`config.mk`:
```
export PLATFORM = sky130hd
export DESIGN_NAME = dual_bank_image_validator_top
export DESIGN_NICKNAME = d
export VERILOG_FILES = /design/src/hw/rtl/dbiv_pkg.sv /design/src/hw/rtl/dbiv_image_check.sv /design/src/hw/rtl/dbiv_bank_sel.sv /design/src/hw/rtl/dual_bank_image_validator_top.sv
export SDC_FILE = /design/constraint.sdc
export NUM_CORES = 1
export LEC_CHECK = 0
export ABC_AREA = 1
export BUFFER_PORTS_ARGS = -buffer_cell sky130_fd_sc_hd__buf_2
export CAP_MARGIN = 20
export CORE_MARGIN = 1
export CORE_UTILIZATION = 26
export DETAILED_ROUTE_END_ITERATION = 8
export GPL_TIMING_DRIVEN = 0
export PLACE_DENSITY = 0.37
export SKIP_CTS_REPAIR_TIMING = 1
export SLEW_MARGIN = 40
export SYNTH_ARGS = -nofsm -noshare
export SYNTH_HDL_FRONTEND = slang
export SYNTH_SLANG_ARGS = --single-unit
export TNS_END_PERCENT = 5
```
`constraint.sdc`:
```
create_clock -name aclk -period 9.3 [get_ports aclk]
set_input_delay 1.86 -clock aclk [delete_from_list [all_inputs] [get_ports aclk]]
set_output_delay 1.86 -clock aclk [all_outputs]
set_load 0.03 [all_outputs]
```
`src/hw/rtl/dbiv_pkg.sv`:
```
// Package for the dual-bank image validator.
// Holds payload structs, header layout constants, register indexes and the CRC step.
// No dependencies.
package dbiv_pkg;

    localparam int POS_W     = 17;
    localparam logic [POS_W-1:0] POS_MAX   = 17'h1FFFF;
    localparam logic [POS_W-1:0] HDR_BYTES = 17'd12;

    localparam logic [POS_W-1:0] POS_SEQ_LO = 17'd6;
    localparam logic [POS_W-1:0] POS_SEQ_HI = 17'd7;
    localparam logic [POS_W-1:0] POS_LEN_LO = 17'd8;
    localparam logic [POS_W-1:0] POS_LEN_HI = 17'd9;
    localparam logic [POS_W-1:0] POS_CRC_LO = 17'd10;
    localparam logic [POS_W-1:0] POS_CRC_HI = 17'd11;

    localparam logic [15:0] CRC_POLY = 16'hA001;
    localparam logic [15:0] CRC_INIT = 16'hFFFF;

    localparam logic [31:0] MAGIC_RESET  = 32'h534C564D;
    localparam logic [15:0] MAXLEN_RESET = 16'd2036;

    localparam int CFG_IDX_W  = 1;
    localparam int CFG_DATA_W = 32;
    localparam logic [CFG_IDX_W-1:0] CFG_EXPECTED_MAGIC     = 1'd0;
    localparam logic [CFG_IDX_W-1:0] CFG_MAX_PAYLOAD_LENGTH = 1'd1;

    typedef enum logic [2:0] {
        CAUSE_OK        = 3'd0,
        CAUSE_BAD_MAGIC = 3'd1,
        CAUSE_TOO_LONG  = 3'd2,
        CAUSE_SHORT     = 3'd3,
        CAUSE_CRC       = 3'd4
    } fail_cause_t;

    typedef struct packed {
        logic       bank_select;
        logic [7:0] image_byte;
        logic       final_byte;
    } in_item_t;

    typedef struct packed {
        logic        checked_bank;
        logic        bank_ok;
        logic [2:0]  fail_cause;
        logic [15:0] computed_crc;
        logic        chosen_bank;
    } out_item_t;

    // verdict of the image parser, handed to the bank selector
    typedef struct packed {
        logic        bank;
        logic        ok;
        fail_cause_t cause;
        logic [15:0] crc;
        logic [15:0] sequence_num;
    } verdict_t;

    // reflected CRC-16 update over one byte, LSB first
    function automatic logic [15:0] crc16_byte(input logic [15:0] crc_in,
                                               input logic [7:0]  data);
        logic [15:0] c;
        c = crc_in ^ {8'h00, data};
        for (int k = 0; k < 8; k++) begin
            if (c[0]) begin
                c = (c >> 1) ^ CRC_POLY;
            end else begin
                c = c >> 1;
            end
        end
        return c;
    endfunction

endpackage

```
`src/hw/rtl/dbiv_image_check.sv`:
```
// Header capture, payload CRC and verdict for one bank image.
// Holds the config registers. Depends on dbiv_pkg.
module dbiv_image_check
    import dbiv_pkg::*;
(
    input  logic                  aclk,
    input  logic                  aresetn,
    input  logic                  item_advance,
    input  in_item_t              item,
    input  logic                  cfg_wr_en,
    input  logic [CFG_IDX_W-1:0]  cfg_index,
    input  logic [CFG_DATA_W-1:0] cfg_wdata,
    output verdict_t              verdict
);

    logic [31:0]      magic_cfg_reg;
    logic [15:0]      maxlen_cfg_reg;

    logic [POS_W-1:0] pos_reg, pos_next;
    logic [31:0]      magic_reg, magic_next;
    logic [15:0]      seq_reg, seq_next;
    logic [15:0]      len_reg, len_next;
    logic [15:0]      hcrc_reg, hcrc_next;
    logic [15:0]      crc_reg, crc_next;
    logic [POS_W-1:0] pay_cnt;
    fail_cause_t      cause;

    always_comb begin
        magic_next = magic_reg;
        seq_next   = seq_reg;
        len_next   = len_reg;
        hcrc_next  = hcrc_reg;
        crc_next   = crc_reg;
        if (pos_reg < 17'd4) begin
            magic_next[8*pos_reg[1:0] +: 8] = item.image_byte;
        end else if (pos_reg == POS_SEQ_LO) begin
            seq_next[7:0] = item.image_byte;
        end else if (pos_reg == POS_SEQ_HI) begin
            seq_next[15:8] = item.image_byte;
        end else if (pos_reg == POS_LEN_LO) begin
            len_next[7:0] = item.image_byte;
        end else if (pos_reg == POS_LEN_HI) begin
            len_next[15:8] = item.image_byte;
        end else if (pos_reg == POS_CRC_LO) begin
            hcrc_next[7:0] = item.image_byte;
        end else if (pos_reg == POS_CRC_HI) begin
            hcrc_next[15:8] = item.image_byte;
        end else if (pos_reg >= HDR_BYTES &&
                     (pos_reg - HDR_BYTES) < {1'b0, len_reg}) begin
            crc_next = crc16_byte(crc_reg, item.image_byte);
        end
        pos_next = (pos_reg < POS_MAX) ? pos_reg + 17'd1 : pos_reg;
    end

    // pos_next counts the bytes seen including this one
    assign pay_cnt = pos_next - HDR_BYTES;

    always_comb begin
        if (pos_next < HDR_BYTES) begin
            cause = CAUSE_SHORT;
        end else if (magic_next != magic_cfg_reg) begin
            cause = CAUSE_BAD_MAGIC;
        end else if (len_next > maxlen_cfg_reg) begin
            cause = CAUSE_TOO_LONG;
        end else if (pay_cnt < {1'b0, len_next}) begin
            cause = CAUSE_SHORT;
        end else if (len_next != 16'd0 && crc_next != hcrc_next) begin
            cause = CAUSE_CRC;
        end else begin
            cause = CAUSE_OK;
        end
    end

    assign verdict.bank         = item.bank_select;
    assign verdict.ok           = (cause == CAUSE_OK);
    assign verdict.cause        = cause;
    assign verdict.crc          = crc_next;
    assign verdict.sequence_num = seq_next;

    always_ff @(posedge aclk) begin
        if (!aresetn) begin
            magic_cfg_reg  <= MAGIC_RESET;
            maxlen_cfg_reg <= MAXLEN_RESET;
        end else if (cfg_wr_en) begin
            case (cfg_index)
                CFG_EXPECTED_MAGIC:     magic_cfg_reg  <= cfg_wdata;
                CFG_MAX_PAYLOAD_LENGTH: maxlen_cfg_reg <= cfg_wdata[15:0];
                default: ;
            endcase
        end
    end

    always_ff @(posedge aclk) begin
        if (!aresetn) begin
            pos_reg   <= '0;
            magic_reg <= '0;
            seq_reg   <= '0;
            len_reg   <= '0;
            hcrc_reg  <= '0;
            crc_reg   <= CRC_INIT;
        end else if (item_advance) begin
            if (item.final_byte) begin
                pos_reg   <= '0;
                magic_reg <= '0;
                seq_reg   <= '0;
                len_reg   <= '0;
                hcrc_reg  <= '0;
                crc_reg   <= CRC_INIT;
            end else begin
                pos_reg   <= pos_next;
                magic_reg <= magic_next;
                seq_reg   <= seq_next;
                len_reg   <= len_next;
                hcrc_reg  <= hcrc_next;
                crc_reg   <= crc_next;
            end
        end
    end

endmodule

```
`src/hw/rtl/dbiv_bank_sel.sv`:
```
// Per-bank valid flags and sequences, active bank choice.
// Depends on dbiv_pkg.
module dbiv_bank_sel
    import dbiv_pkg::*;
(
    input  logic     aclk,
    input  logic     aresetn,
    input  logic     verdict_fire,
    input  verdict_t verdict,
    output logic     chosen_bank
);

    logic [1:0]  valid_reg, valid_next;
    logic [15:0] seq_a_reg, seq_a_next;
    logic [15:0] seq_b_reg, seq_b_next;
    logic [15:0] diff;

    always_comb begin
        valid_next = valid_reg;
        seq_a_next = seq_a_reg;
        seq_b_next = seq_b_reg;
        valid_next[verdict.bank] = verdict.ok;
        if (verdict.ok) begin
            if (verdict.bank) begin
                seq_b_next = verdict.sequence_num;
            end else begin
                seq_a_next = verdict.sequence_num;
            end
        end
        diff = seq_a_next - seq_b_next;
        if (valid_next[0] && valid_next[1]) begin
            // A wins only when strictly newer by wrapping difference
            chosen_bank = !(diff != 16'd0 && !diff[15]);
        end else begin
            chosen_bank = !valid_next[0] && valid_next[1];
        end
    end

    always_ff @(posedge aclk) begin
        if (!aresetn) begin
            valid_reg <= '0;
            seq_a_reg <= '0;
            seq_b_reg <= '0;
        end else if (verdict_fire) begin
            valid_reg <= valid_next;
            seq_a_reg <= seq_a_next;
            seq_b_reg <= seq_b_next;
        end
    end

endmodule

```
`src/hw/rtl/dual_bank_image_validator_top.sv`:
```
// Top level of the dual-bank image validator: input register, checker, bank
// selector and result register. Depends on dbiv_pkg, dbiv_image_check, dbiv_bank_sel.
//
//  channel  ports                    moves
//  input    s_valid/s_ready/s_item   one image byte per request
//  result   m_valid/m_ready/m_item   one verdict per final byte
//  config   cfg_wr_en/index/wdata    register write, no wait
//
// One byte per cycle while no final byte stalls; each byte is held in the input
// register, and a final byte's verdict is then registered in the result register.
// The CRC update, header capture and verdict are combinational logic between the two.
// A final byte stalls in the input register only while the result register
// holds an untaken verdict, and the input channel waits behind it; no other
// byte stalls. Reset is synchronous, active low, clears all image state and
// bank flags, and returns the config registers to their defaults.
module dual_bank_image_validator_top
    import dbiv_pkg::*;
(
    input  logic                  aclk,
    input  logic                  aresetn,
    input  logic                  s_valid,
    output logic                  s_ready,
    input  in_item_t              s_item,
    output logic                  m_valid,
    input  logic                  m_ready,
    output out_item_t             m_item,
    input  logic                  cfg_wr_en,
    input  logic [CFG_IDX_W-1:0]  cfg_index,
    input  logic [CFG_DATA_W-1:0] cfg_wdata
);

    logic      in_valid_reg;
    in_item_t  in_item_reg;
    logic      out_valid_reg;
    out_item_t out_item_reg;

    logic      out_free;
    logic      advance;
    logic      fire;
    verdict_t  verdict;
    logic      chosen;

    assign out_free = !out_valid_reg || m_ready;
    assign advance  = in_valid_reg && (!in_item_reg.final_byte || out_free);
    assign fire     = advance && in_item_reg.final_byte;
    assign s_ready  = !in_valid_reg || advance;

    always_ff @(posedge aclk) begin
        if (!aresetn) begin
            in_valid_reg <= 1'b0;
        end else if (s_ready) begin
            in_valid_reg <= s_valid;
        end
    end

    always_ff @(posedge aclk) begin
        if (s_ready && s_valid) begin
            in_item_reg <= s_item;
        end
    end

    dbiv_image_check u_check (
        .aclk         (aclk),
        .aresetn      (aresetn),
        .item_advance (advance),
        .item         (in_item_reg),
        .cfg_wr_en    (cfg_wr_en),
        .cfg_index    (cfg_index),
        .cfg_wdata    (cfg_wdata),
        .verdict      (verdict)
    );

    dbiv_bank_sel u_sel (
        .aclk         (aclk),
        .aresetn      (aresetn),
        .verdict_fire (fire),
        .verdict      (verdict),
        .chosen_bank  (chosen)
    );

    always_ff @(posedge aclk) begin
        if (!aresetn) begin
            out_valid_reg <= 1'b0;
        end else if (fire) begin
            out_valid_reg <= 1'b1;
        end else if (m_ready) begin
            out_valid_reg <= 1'b0;
        end
    end

    always_ff @(posedge aclk) begin
        if (fire) begin
            out_item_reg.checked_bank <= verdict.bank;
            out_item_reg.bank_ok      <= verdict.ok;
            out_item_reg.fail_cause   <= verdict.cause;
            out_item_reg.computed_crc <= verdict.crc;
            out_item_reg.chosen_bank  <= chosen;
        end
    end

    assign m_valid = out_valid_reg;
    assign m_item  = out_item_reg;

    // input side stalls only behind an untaken verdict
    assert property (@(posedge aclk) disable iff (!aresetn)
        !s_ready |-> (m_valid && !m_ready && in_item_reg.final_byte))
        else $error("input stalled without a pending verdict");

    // a final byte that leaves the input register yields a verdict next cycle
    assert property (@(posedge aclk) disable iff (!aresetn)
        fire |=> m_valid)
        else $error("verdict lost");

    // a taken verdict is not repeated unless a new final byte fired
    assert property (@(posedge aclk) disable iff (!aresetn)
        (m_valid && m_ready && !fire) |=> !m_valid)
        else $error("verdict repeated");

endmodule

```
# Word level (Yosys, flattened, before mapping)
# Cells that the tools add are included.
word_totals:
  in_bits: 48
  register_bits: 229
  wordCells: 193
op_classes:
  n_lt_le_gt_ge: 9
  n_mux: 114
  reduce_logical: 24
  n_bitwise: 10
  shifts: 2
  n_addsub: 5
  eq_ne: 8
ops:
  columns: ["operator", "n"]
  rows:
  - ["two-way mux 16 bit", 89]
  - ["two-way mux 8 bit", 9]
  - ["equality test 17 x 4 -> 1 bit, second input constant", 4]
  - ["two-way mux 32 bit", 2]
  - ["equality test 17 x 3 -> 1 bit, second input constant", 2]
  - ["less-than comparator 17 x 16 -> 1 bit", 2]
  - ["two-way mux 17 bit", 2]
  - ["negation 5 -> 34 bit", 1]
  - ["variable shift 8 x 34 -> 32 bit, first input constant", 1]
  - ["indexed part select 8 x 34 -> 32 bit", 1]
  - ["subtractor 17 x 4 -> 17 bit, second input constant", 2]
  - ["bitwise mux 32 bit", 1]
  - ["!= test 32 bit", 1]
  - ["nonzero test 16 bit", 2]
  - ["NOT 2 -> 3 bit", 8]
  - ["adder 17 x 1 -> 17 bit, second input constant", 1]
  - [">= comparator 17 x 4 -> 1 bit, second input constant", 1]
  - ["less-than comparator 17 bit, second input constant", 1]
  - ["less-than comparator 17 x 3 -> 1 bit, second input constant", 1]
  - ["less-than comparator 17 x 4 -> 1 bit, second input constant", 1]
  - ["> comparator 16 bit", 1]
  - ["!= test 16 bit", 1]
  - ["subtractor 16 bit", 1]
  - ["bitwise XOR 16 x 8 -> 16 bit", 1]
  - ["other kinds (13)", 36]

# Logic depth before layout (Yosys ltp)
logic_depth:
  word_depth: 95
  mapped_depth: 54
  ltp_nobuf: 51

# Modules after synthesis
# From an unflattened synthesis, not the netlist that was laid out.
hier_totals:
  cells_unflattened: 2279
  hier_area_um2: 15157.0
by_module_without_submodules:
  columns: ["module", "area_per_inst_um2", "instances", "cells_per_inst"]
  rows:
  - ["dbiv_image_check", 11272.1, 1, 1761]
  - ["dbiv_bank_sel", 2802.7, 1, 467]
  - ["dual_bank_image_validator_top", 1082.3, 1, 51]

# Worst setup path before layout
# No wires, ideal clock.
synth_path:
  kind: "register -> register"
  start: "reg u_check.pos_reg[0]"
  end: "reg out_item_reg, in the netlist m_item[0] (data pin)"
  n_path_buf: 2
  path_stages_with_launch: 53
  path_slack_ns: 3.397
  arrival_ns: 5.654
  required_time_ns: 9.050
  synth_period_minus_slack_ns: 5.903
  path_cell_list: "dfxtp_1 inv_1 ha_1 clkinv_1 nor2_1 nand3_1 inv_2 nand4_2 inv_2 buf_6 nand2_1 o21ai_0 ha_1 a21oi_1 o21a_1 nor2_1 nor3_1 a21boi_0 (+17 left out) inv_1 fa_1 a31oi_1 o21ai_0 nand3_1 nand2_1 nand3_1 nand2_1 nand2_1 nand2_1 a21oi_1 nor2_1 nor3_1 nor3_1 nor2_1 nand3_1 nand2_1 inv_1"
synth_between:
  elab_chain_cells: 25
  elab_cells_between_ends: 73
  cone_classes: "5 x add/sub; 7 x order compare; 8 x eq/ne; 2 x shift; 40 x mux; 11 x reduce/logical"
synth_lines:
  columns: ["element", "line_no", "text"]
  rows:
  - ["from (decl)", "dbiv_image_check.sv:19", "logic [POS_W-1:0] pos_reg, pos_next;"]
  - ["from (signal assigned)", "dbiv_image_check.sv:110", "pos_reg <= pos_next;"]
  - ["subtractor 17 x 4 -> 17 bit", "dbiv_image_check.sv:49", "(pos_reg - HDR_BYTES) < {1'b0, len_reg}) begin"]
  - ["less-than comparator 17 x 16 -> 1 bit", "dbiv_image_check.sv:49", null]
  - ["logical AND 1 bit", "dbiv_image_check.sv:48", "end else if (pos_reg >= HDR_BYTES &&"]
  - ["two-way mux 16 bit", "dbiv_image_check.sv:48", null]
  - ["two-way mux 16 bit", "dbiv_image_check.sv:46", "end else if (pos_reg == POS_CRC_HI) begin"]
  - ["two-way mux 16 bit", "dbiv_image_check.sv:44", "end else if (pos_reg == POS_CRC_LO) begin"]
  - ["two-way mux 16 bit", "dbiv_image_check.sv:42", "end else if (pos_reg == POS_LEN_HI) begin"]
  - ["two-way mux 16 bit", "dbiv_image_check.sv:40", "end else if (pos_reg == POS_LEN_LO) begin"]
  - ["(+11 left out)", null, null]
  - ["two-way mux 16 bit (*)", "dbiv_bank_sel.sv:23", "if (verdict.ok) begin"]
  - ["net u_sel.seq_b_next[0]", "dbiv_bank_sel.sv:15", "logic [15:0] seq_b_reg, seq_b_next;"]
  - ["subtractor 16 bit (*)", "dbiv_bank_sel.sv:30", "diff = seq_a_next - seq_b_next;"]
  - ["nonzero test 16 bit / logical NOT 1 bit (equally long branches)", "dbiv_bank_sel.sv:33", "chosen_bank = !(diff != 16'd0 && !diff[15]);"]
  - ["logical AND 1 bit (*)", "dbiv_bank_sel.sv:33", null]
  - ["logical NOT 1 bit (*)", "dbiv_bank_sel.sv:33", null]
  - ["two-way mux 1 bit (*)", "dbiv_bank_sel.sv:31", "if (valid_next[0] && valid_next[1]) begin"]
  - ["net chosen", "dual_bank_image_validator_top.sv:41", "logic chosen;"]
  - ["to (decl)", "dual_bank_image_validator_top.sv:35", "out_item_t out_item_reg;"]
# The timed path passes the listed nets; every way through them passes the cells marked *.
# A chain may end at the register's enable or synchronous reset.

# Worst setup path after layout
# Ends and elaborated chain as after synthesis.

==> reports/qor.txt <==
Pwr/cell area - 150 nW/µm²
Post-synth EDFFs - 32
Cells after DPL - 2,978
Mapped Cells - 2,160
Cell with the most instances after synthesis - nand2_1
Antenna violations before repair - 0
Final Net Count - 2,383
Setup WS pre-CTS - 1.33 ns
CP bufs+invs - 9
CTS tree - built
Fill cells - 6,187
Routed Wire Length - 52.0 mm
Initial DRT Pass Iterations - 5
Largest net degree at the start of global routing - 26
Peak Freq - 125 MHz
CTS max path bufs - 3
Synth Cell Area - 14,500 µm²
ANT nets after route - 0
Post-DP HPWL - 40.0 mm
Core Region - 55,100 µm²
Global route hottest layer - met2
Die ar. - 56,700 µm²
Diode count - 0
Slew at the pin closest to its max-slew limit - 0.811 ns
CP max stage cell - o21ai_0
Async SR Flop Fraction - 0
Final setup viols - 0
Slew Limit Fails - 0
Wire per inst - 17.1 µm
Peak supply drop - 0.000111 V
First-pass GRT wire length - 79.3 mm
Slowest stage delay, CP - 0.63 ns
Die H - 238 µm
Worst skew pair latency - 0.59 ns
PortBufs - 70
HP Class - flop to flop
Clock transition at path regs - 0.06 ns
Crit path DAT - 8.45 ns
Final period util - 0.859
Nature of the critical path endpoint - flop
Placer Congestion - 0.835
Total power - 2530 µW
Global-route met3 utilization - 0.0201
Crit-path leading delay family - simple AND/OR/NAND/NOR gates
DRC Markers - 0
Setup TNS - 0 ns
Yosys cell types - 49
Rows - 86
Synth area leader - dfxtp_1
Sequential area share after synthesis - 0.338
Met2 Use GR - 0.308
Unrepaired setup endpoints after global routing - false
GRT Overall Usage - 0.183
Hold Fails Final Rpt - 0
Starting Density - 0.263
Total CTS buffers - 31
Layout cells sized above 1 - 0.0901
Total grt overflow - 0
Ports - 72
H-Tree Level Count - 1
Synth top area share - 0.272
CTS sink cnt - 229
Worst Skew - 0.0136 ns
Max-Cap Viols - 0
Vias in the first global route - 13,141
Mean Syn Cell Area - 6.71 µm²
Required time worst endpoint - 9.76 ns
Syn_nets - 2,280
Ys flop type - dfxtp_1
Setup ws final - 1.32 ns
Via density - 4.55
Die extent in x - 238 µm
Most used cell, CP - nand2_1
Layout Cells excl Fill - 3,035
Grt met1 use - 0.252
Startpoint types - flop
Top post-synthesis cells by area - dfxtp_1 27%, nand2_1 17%, inv_1 7.2%
Status - finished clean
Slew HR - 0.460
Via count - 13,820
Synth cell count leaders - 652 x nand2_1, 279 x inv_1, 197 x dfxtp_1, 150 x a21oi_1, 129 x o21ai_0
Leak - 0.00759 µW
Root Driver - clkbuf_16
Crit-path max FO - 10
Synth-to-layout area growth - 16.2%
Crit path kind - flop to flop
Iter 0 DRT Violations - 793
Yosys reg bits - 229
Yosys warnings - 0
Post-layout min period - 7.98 ns
## report_power, final
part           switching [µW]  internal [µW]  leakage, µW  total (µW)
registers                20.0           1030      0.00188        1050
clock network             486            771     0.000518        1260
logic                     155           64.1      0.00519         219
## worst min-delay path: cells and delay by family (launching register included)
| kind | cells | cell delay (ns) |
|---|---|---|
| flops | 1 | 0.30 |
| compound gates | 1 | 0.05 |
| simple gates | 1 | 0.05 |
## final timing paths
| check | startpoint | end | slack, ns | depth (start not counted) |
|---|---|---|---|---|
| max | u_check.pos_reg[0] | m_item[0] | 1.32 | 45 |
| min | u_sel.seq_a_reg[3] | u_sel.seq_a_reg[3] | 0.46 | 2 |
| max reg2reg | u_check.pos_reg[0] | m_item[0] | 1.32 | 45 |
| min reg2reg | u_sel.seq_a_reg[3] | u_sel.seq_a_reg[3] | 0.46 | 2 |
## layout make-up
cell class	instances	area [µm²]	area share
clock inverters	16	213	0.0126
clock buffers	41	843	0.0501
plain buffers	102	517	0.0307
well taps	748	936	0.0556
inverters	291	1100	0.0653
flip-flops and latches	229	4900	0.291
multi-input cells	1538	7980	0.474
repair buffers	70	350	0.0208
## cells in the final DEF (no fill, tap or decap), drive strengths merged, types with 12 or more instances in the layout
cell    netlist  layout
nand2       658     658
inv         288     289
dfxtp       197     197
o21ai       170     170
a21oi       150     150
nor2        128     128
nand3       124     124
buf          42     112
clkbuf       60     101
xor2         72      72
ha           71      71
edfxtp       32      32
nand4        26      26
nor3         26      26
o22ai        25      25
xnor2        22      22
o211ai       16      16
o21a         12      12
clkinv        3      12
## through the flow
step	cell area [µm²]	hold WS, ns	util
finish	16800	0.461	0.306
global route	16800	0.474	0.306
global placement	15800	0.447	0.287
detailed placement	15800	0.453	0.287
floorplan	14500	0.435	-
CTS	16800	0.462	0.306
## cell families (layout without fill, tap and decap cells)
group,after synthesis,after routing,share of synthesized area
AOI/OAI and AO/OA,385,385,0.145
xor gates and xnor gates,94,94,0.0568
adders and majority gates,72,72,0.0626
buffers and inverters,393,520,0.111
DFF,229,229,0.338
muxes,4,4,0.00276
and+or+nand+nor,983,983,0.284
## routing by layer
| metal | share of wire | routed length, µm | vias to the layer above |
|---|---|---|---|
| met3 | 0.038 | 1970 | 54 |
| met5 | 0 | 0 | - |
| met4 | 0.017 | 892 | 0 |
| li1 | - | - | 7145 |
| met2 | 0.46 | 23900 | 278 |
| met1 | 0.48 | 25200 | 6343 |
(Power assumes the default switching activity.)
